==> config.mk <==
export PLATFORM = sky130hd
export DESIGN_NAME = gsa_ram
export DESIGN_NICKNAME = d
export VERILOG_FILES = /design/src/sv/gsa_ram.sv
export SDC_FILE = /design/constraint.sdc
export NUM_CORES = 1
export LEC_CHECK = 0
export BUFFER_PORTS_ARGS = -buffer_cell sky130_fd_sc_hd__buf_4
export CAP_MARGIN = 20
export CORE_ASPECT_RATIO = 2
export CORE_MARGIN = 2
export CORE_UTILIZATION = 60
export DETAILED_ROUTE_END_ITERATION = 8
export GPL_TIMING_DRIVEN = 0
export PLACE_DENSITY = 0.81
export SYNTH_ARGS = -nofsm -noshare
export SYNTH_HDL_FRONTEND = slang
export SYNTH_SLANG_ARGS = --single-unit
==> constraint.sdc <==
create_clock -name aclk -period 2.15 [get_ports aclk]
set_input_delay 0.1075 -clock aclk [delete_from_list [all_inputs] [get_ports aclk]]
set_output_delay 0.1075 -clock aclk [all_outputs]
set_load 0.01 [all_outputs]
==> src/sv/gsa_ram.sv <==
// Generic single-clock RAM: one write port, one read port, registered read.
// No dependencies.
module gsa_ram #(
    parameter int WIDTH = 8,
    parameter int DEPTH = 16,
    localparam int AW   = (DEPTH > 1) ? $clog2(DEPTH) : 1
) (
    input  logic             aclk,
    input  logic             we,
    input  logic [AW-1:0]    waddr,
    input  logic [WIDTH-1:0] wdata,
    input  logic             re,
    input  logic [AW-1:0]    raddr,
    output logic [WIDTH-1:0] rdata
);

    logic [WIDTH-1:0] mem [DEPTH];

    always_ff @(posedge aclk) begin
        if (we) begin
            mem[waddr] <= wdata;
        end
        if (re) begin
            rdata <= mem[raddr];
        end
    end

endmodule

# Yosys cells after proc, flatten, opt, wreduce, memory -nomap -nowiden
# Memories as Yosys holds them, arrays and structs flattened. A register that Yosys moved wholly into a read port is not among the register bits.
# Cells that the tools add are included.
# classes
multipliers	0
div_mod_pow	0
n_eq_ne	0
reduce_logical	0
bitwise_logic	0
n_shift	0
muxes	2
n_lt_le_gt_ge	0
n_addsub	0
# ops
operator	count
1-bit 2-to-1 mux	2
# word_totals
mem_bits_rw	128
regBits	0
latchBits	0
wordCells	3
output_inout_bits	8
input_bits	19
mem_count	1
romBits	0
# memory_table
name	depth	word_bits	rd	rd_ports_with_merged_regs	wr	line_no	source
mem	16	8	1	1	1	17	logic [WIDTH-1:0] mem [DEPTH];

# Logic depth before layout (Yosys ltp)
# Gate-level depths: netlist of the first run.
# depth
ltp_word	2
mapped_depth	5
depth_no_buf	3

# Least setup slack after synthesis of the first run
# OpenSTA, ideal clock, no wires.
# synth_timing
path_kind	input to register
startpoint	in waddr[2]
endpoint	mem mem[0][0], enable pin
setup_ns	0.383
setup_slack_ns	0.550
path_buffers	0
t_required_ns	1.767
cell_stages	2
t_arrival_ns	1.217
cell_sequence	or3b_2 -> nor3_1
# synth_rtl
item	line_no	source
start: declaration	10	input logic [AW-1:0] waddr,
end: declaration	17	
# No word-level cell before the write port.

==> out/qor.csv, run 1 <==
metric;value;unit
most frequent cells in the layout;edfxtp_1, buf_4, mux4_2, clkbuf_16, a22oi_1;
core area;8530;sq um
post_cts resized;0;
Critical Path End;rdata[2]$_DFFE_PP_;
DIE WIDTH;70;microns
Initial Util;61.3;%
CTS sink count;136;
Power Total;5.91;mW
clk_lat worst skew;0.41;ns
dpl hpwl;6300;microns
IO Port Bufs;25;
Tmin final;1.60;ns
antenna-violating nets left;0;
worst-margin pin slew;0.798;ns
Worst EP required;2.31;ns
Syn Area/Cell;22.8;sq um
P_sw;1.12;mW
Pint;4.79;mW
Max rail drop VDD;0.823;mV
RR Startpoint;mem[5][2]$_DFFE_PP_;
Slew headroom;46.6;%
share of layout cells above drive strength 1;27.8;%
FMAX;625;MHz
setup_tns;0;ns
M1 GR Usage;27.3;%
routed wire length;9960;microns
Synth area leaders;edfxtp_1, mux4_2, mux4_1, a22oi_1, nor2_1;
GRT Total Usage;23.2;%
Post-layout nets;297;
clock skew;0.00639;ns
CP startpoint kind;flip-flop;
outcome;complete, no violations;
Overflow after GRT;0;
Inserted Clock Buffers;17;
# setup viols final;0;
Diodes inserted;0;
Critical Path Source;mem[5][2]$_DFFE_PP_;
RSZ-0062 raised after global routing;false;
WL per Instance;25.5;microns
r2r setup slk;0.55;ns
switching share of total power;19.0;%
clk buf depth;2;
Clock power frac;44.0;%
DRC viols;0;
Synth top area share;78.1;%
Final Util;71.7;%
most common cell after layout, fill and taps aside;edfxtp_1;
Slew Limit Fails;0;
DRT iter0 DRCs;197;
Yosys reg bits;136;
largest net degree at the start of global routing;17;
GP Congestion;0.811;
Power Density;966;nW/um^2
RR Endpoint;rdata[2]$_DFFE_PP_;
combinational share of power;5.1;%
reg2reg path depth;3;
Die Y;136;microns
die area;9520;sq um
CP Capture Type;flip-flop;
Clk pin slew, worst setup/hold paths;0.05;ns
top-level port count;27;
met3 Usage GRT;5.49;%
Hold Vio Cnt, Final;0;
Detailed Routing Iterations Pass 1;4;
Reg power frac;50.9;%
root buf cell;clkbuf_16;
H-tree depth;4;
sequential element share of the synthesized area;78.1;%
Period Utilization, post-route;74.4;%
crit-path max FO;1;
Ys Warns;0;
Syn Nets;248;
Netlist Area Pre-Place;5230;sq um
worst hold slack;0.0191;ns
crit path DAT;1.76;ns
Max Cap Viol;0;
met2 Track Usage GR;40.0;%
hold crit path type;input pin to flip-flop;
Syn-to-layout area delta;17.0;%
type of the worst setup path;flip-flop to flip-flop;
post-synth cell types;18;
initial antenna violation count;0;
Mapped Cells;229;
# rows;48;
Via density;6.32;
vias in the first global route;2581;
P_leak;2.07;nW
CTS tree;done;
via count;2470;
global-route wire length before repair;15000;microns
grt peak-use layer;met2;
leading area contributor after synthesis;edfxtp_1;
state kept, by name (all words and copies together), names as in the netlist:
signal,cells
mem,128
rdata,8
cell type report:
| type | instances | area [sq um] |
|---|---|---|
| multi-input cells | 83 | 1060 |
| clock inverters | 14 | 114 |
| plain buffers | 10 | 86.3 |
| well taps | 100 | 125 |
| flip-flops and latches | 136 | 4080 |
| clock buffers | 18 | 429 |
| repair buffers | 30 | 220 |
| fillers | 530 | 2410 |
stage by stage:
stage               setup WS (ns)  instance area [sq um]  std cells
finish                      0.550                   6120        391
global route                0.529                   6120        391
CTS                         0.545                   6120        391
detailed placement          0.380                   5560        358
global placement           0.0151                   5540        354
floorplan                   0.550                   5230        229
logic make-up (layout without fill, tap and decap cells):
group                  Yosys count  in the layout  share of synthesized area [%]
AO/OA/AOI/OAI                   16             16                           2.30
AND/OR/NAND/NOR                 35             35                           3.14
flip-flops                     136            136                           78.1
buffers and inverters           10             72                           1.65
multiplexers                    32             32                           14.8
worst min-delay path by stage:
stage,from,end,cells past startpoint
after floorplan,wdata[0],mem[0][0]$_DFFE_PP_,0
after global placement,re,rdata[7]$_DFFE_PP_,1
after detailed placement,re,rdata[7]$_DFFE_PP_,1
after CTS,wdata[6],mem[12][6]$_DFFE_PP_,1
after global routing,wdata[4],mem[7][4]$_DFFE_PP_,1
final,wdata[6],mem[4][6]$_DFFE_PP_,1
worst max-delay path, stage by stage (launching register included):
cell and delay, ns:
edfxtp_1 0.40, mux4_1 0.61, a22oi_1 0.24, nand2_1 0.09
power groups by stage:
| stage | clock, mW | sequential, mW | combinational (mW) |
|---|---|---|---|
| finish | 2.60 | 3.01 | 0.303 |
| global route | 2.74 | 3.01 | 0.326 |
| CTS | 2.62 | 3.01 | 0.308 |
| detailed placement | 0 | 3.06 | 0.299 |
| global placement | 0 | 3.05 | 0.290 |
| floorplan | 0 | 3.06 | 0.151 |
per-layer routing:
layer	wire length (microns)	up-vias
met5	0	-
met4	337	0
met3	613	22
met2	5540	109
met1	3470	1260
li1	-	1079
synthesized netlist by cell type (all sizes together):
| master | number |
|---|---|
| or3b | 1 |
| a22oi | 16 |
| nand3 | 1 |
| nand2b | 2 |
| buf | 7 |
| clkdlybuf4s25 | 3 |
| edfxtp | 136 |
| mux4 | 32 |
| nor2b | 1 |
| nand3b | 2 |
| nor2 | 13 |
| nor3 | 4 |
| and2 | 1 |
| nand2 | 9 |
| and2b | 1 |
repair_timing:
item                       4_1_cts  5_1_grt
buffers inserted                 0        0
hold buffers                     1        0
setup endpoints to repair        0        0
hold endpoints to repair         8        0
(Power assumes the default switching activity.)
==> inputs of run 2 (changes only) <==
Settings changed: CORE_UTILIZATION 60 to 54, PLACE_DENSITY 0.81 to 0.77.
Clock period 2.15 ns to 1.47 ns, I/O delays scaled along.
==> run 2 against run 1 <==
Compared with the run above: register-to-register slack worse by 0.54 ns; critical path type unchanged; combinational power up 57%; final cell count up 2.6%; largest power group unchanged; non-clock buffer count grew 7; critical path depth stayed put; clock skew hardly changed.
==> out/qor.csv, run 2 (synthesized netlist as in run 1, its figures left out) <==
metric;value;unit
sequence of cells on the critical path;mux4_1 > a22oi_1 > nand2_1;
routed wire length;10400;microns
Slew headroom;44.9;%
Max stage delay cell, worst path;mux4_1;
Period Utilization, post-route;99.0;%
GP Congestion;0.764;
clk_lat worst skew;0.42;ns
Initial Util;55.7;%
global-route wire length before repair;15400;microns
hold crit path type;input pin to flip-flop;
Tmin final;1.46;ns
CP startpoint kind;flip-flop;
dpl hpwl;6700;microns
worst-margin pin slew;0.824;ns
clk buf depth;2;
setup bufs post-CTS;0;
vias in the first global route;2619;
setup_tns;0;ns
H-tree depth;4;
CTS tree;done;
clock skew;0.00621;ns
FMAX;687;MHz
Die Y;143;microns
Power Total;8.75;mW
most frequent cells in the layout;edfxtp_1, mux4_2, buf_4, clkbuf_16, nor2_1;
WL per Instance;25.9;microns
die area;10500;sq um
antenna-violating nets left;0;
max reg flops;128;
initial antenna violation count;0;
RR Startpoint;mem[0][0]$_DFFE_PP_;
CP Capture Type;flip-flop;
P_leak;2.06;nW
Max rail drop VDD;1.04;mV
worst path bufs/invs;0;
worst hold slack;0.0657;ns
Diodes inserted;0;
pre-CTS WS;-0.297;ns
Clk pin slew, worst setup/hold paths;0.05;ns
Power Density;1410;nW/um^2
DIE WIDTH;73.6;microns
Detailed Routing Iterations Pass 1;5;
Post-layout nets;304;
Max Cap Viol;0;
DRC viols;0;
Via density;6.36;
crit-path max FO;1;
most common cell after layout, fill and taps aside;edfxtp_1;
type of the worst setup path;flip-flop to flip-flop;
DRT iter0 DRCs;214;
RSZ-0062 raised after global routing;true;
CP max stage delay;0.49;ns
Syn-to-layout area delta;18.5;%
top flop regs;mem x128, rdata x8;
Inserted Clock Buffers;17;
design area;6190;sq um
# rows;50;
Fillers;609;
CTS sink count;136;
crit path DAT;1.62;ns
HP Start;waddr[0];
delay-heaviest family, CP;multiplexers;
outcome;complete, no violations;
Critical Path Source;mem[0][0]$_DFFE_PP_;
GRT Total Usage;22.0;%
Final WS setup;0.0148;ns
# setup viols final;0;
Largest Register;mem;
Worst EP required;1.63;ns
IO Port Bufs;25;
top-level port count;27;
Overflow after GRT;0;
largest net degree at the start of global routing;17;
root buf cell;clkbuf_16;
Slew Limit Fails;0;
share of layout cells above drive strength 1;32.7;%
core area;9380;sq um
Hold Vio Cnt, Final;0;
total placed instance area;5570;sq um
via count;2549;
-- run 2: cell types whose count changed in the layout (fill, tap and decap cells not counted), moves of 2 or more --
cell,delta
clkbuf_1,+2
clkinv_1,-5
dlygate4sd3_1,+8
mux4_1,-9
a22oi_1,-5
mux4_2,+9
a22oi_2,+5
-- run 2: path summary, 6_finish.rpt --
check,slack [ns],to,depth (start not counted)
setup reg to reg,0.01,rdata[0]$_DFFE_PP_,3
hold / removal,0.07,mem[4][1]$_DFFE_PP_,2
hold reg to reg,0.77,rdata[3]$_DFFE_PP_,3
setup / recovery,0.01,rdata[0]$_DFFE_PP_,3
-- run 2: power breakdown --
group / internal (mW) / switching, mW
clock: 2.45 / 1.43
sequential: 4.37 / 0.0225
combinational: 0.216 / 0.261
total: 7.04 / 1.71
-- run 2: cell type report --
class                           instances  area (sq um)  area share [%]
Sequential cell                       136          4080            65.9
Timing Repair Buffer                   37           295            4.77
Tap cell                              104           130            2.10
Clock buffer                           20           437            7.05
Multi-Input combinational cell         83          1050            17.0
Clock inverter                         11           108            1.74
Buffer                                 10          86.3            1.39
-- run 2: what timing repair did --
action                                 CTS  global route
pin swaps                                1             4
setup endpoints to repair                5             6
endpoints found under the hold margin  135             0
hold buffers                             9             0
resized for setup                        6             8
-- run 2: layer usage --
metal | wire (microns) | vias to the layer above | track usage, %
li1 | - | 1081 | -
met1 | 3640 | 1327 | 24.7
met2 | 5760 | 113 | 36.6
met3 | 451 | 28 | 5.86
met4 | 517 | 0 | 13.4
met5 | 0 | - | 0
-- run 2: metrics by stage --
| step | std cells | util, % |
|---|---|---|
| 6_report | 401 | 66.0 |
| 5_1_grt | 401 | 66.0 |
| 4_1_cts | 401 | 66.2 |
| 3_5_place_dp | 361 | 59.3 |
| 3_3_place_gp | 358 | 59.1 |
| 2_1_floorplan | 229 | - |
-- run 2: worst register-to-register path: cells and delay by family (launching register included) --
| family | cells | cell delay [ns] |
|---|---|---|
| compound gates | 1 | 0.24 |
| flops | 1 | 0.36 |
| mux | 1 | 0.49 |
| simple gates | 1 | 0.10 |
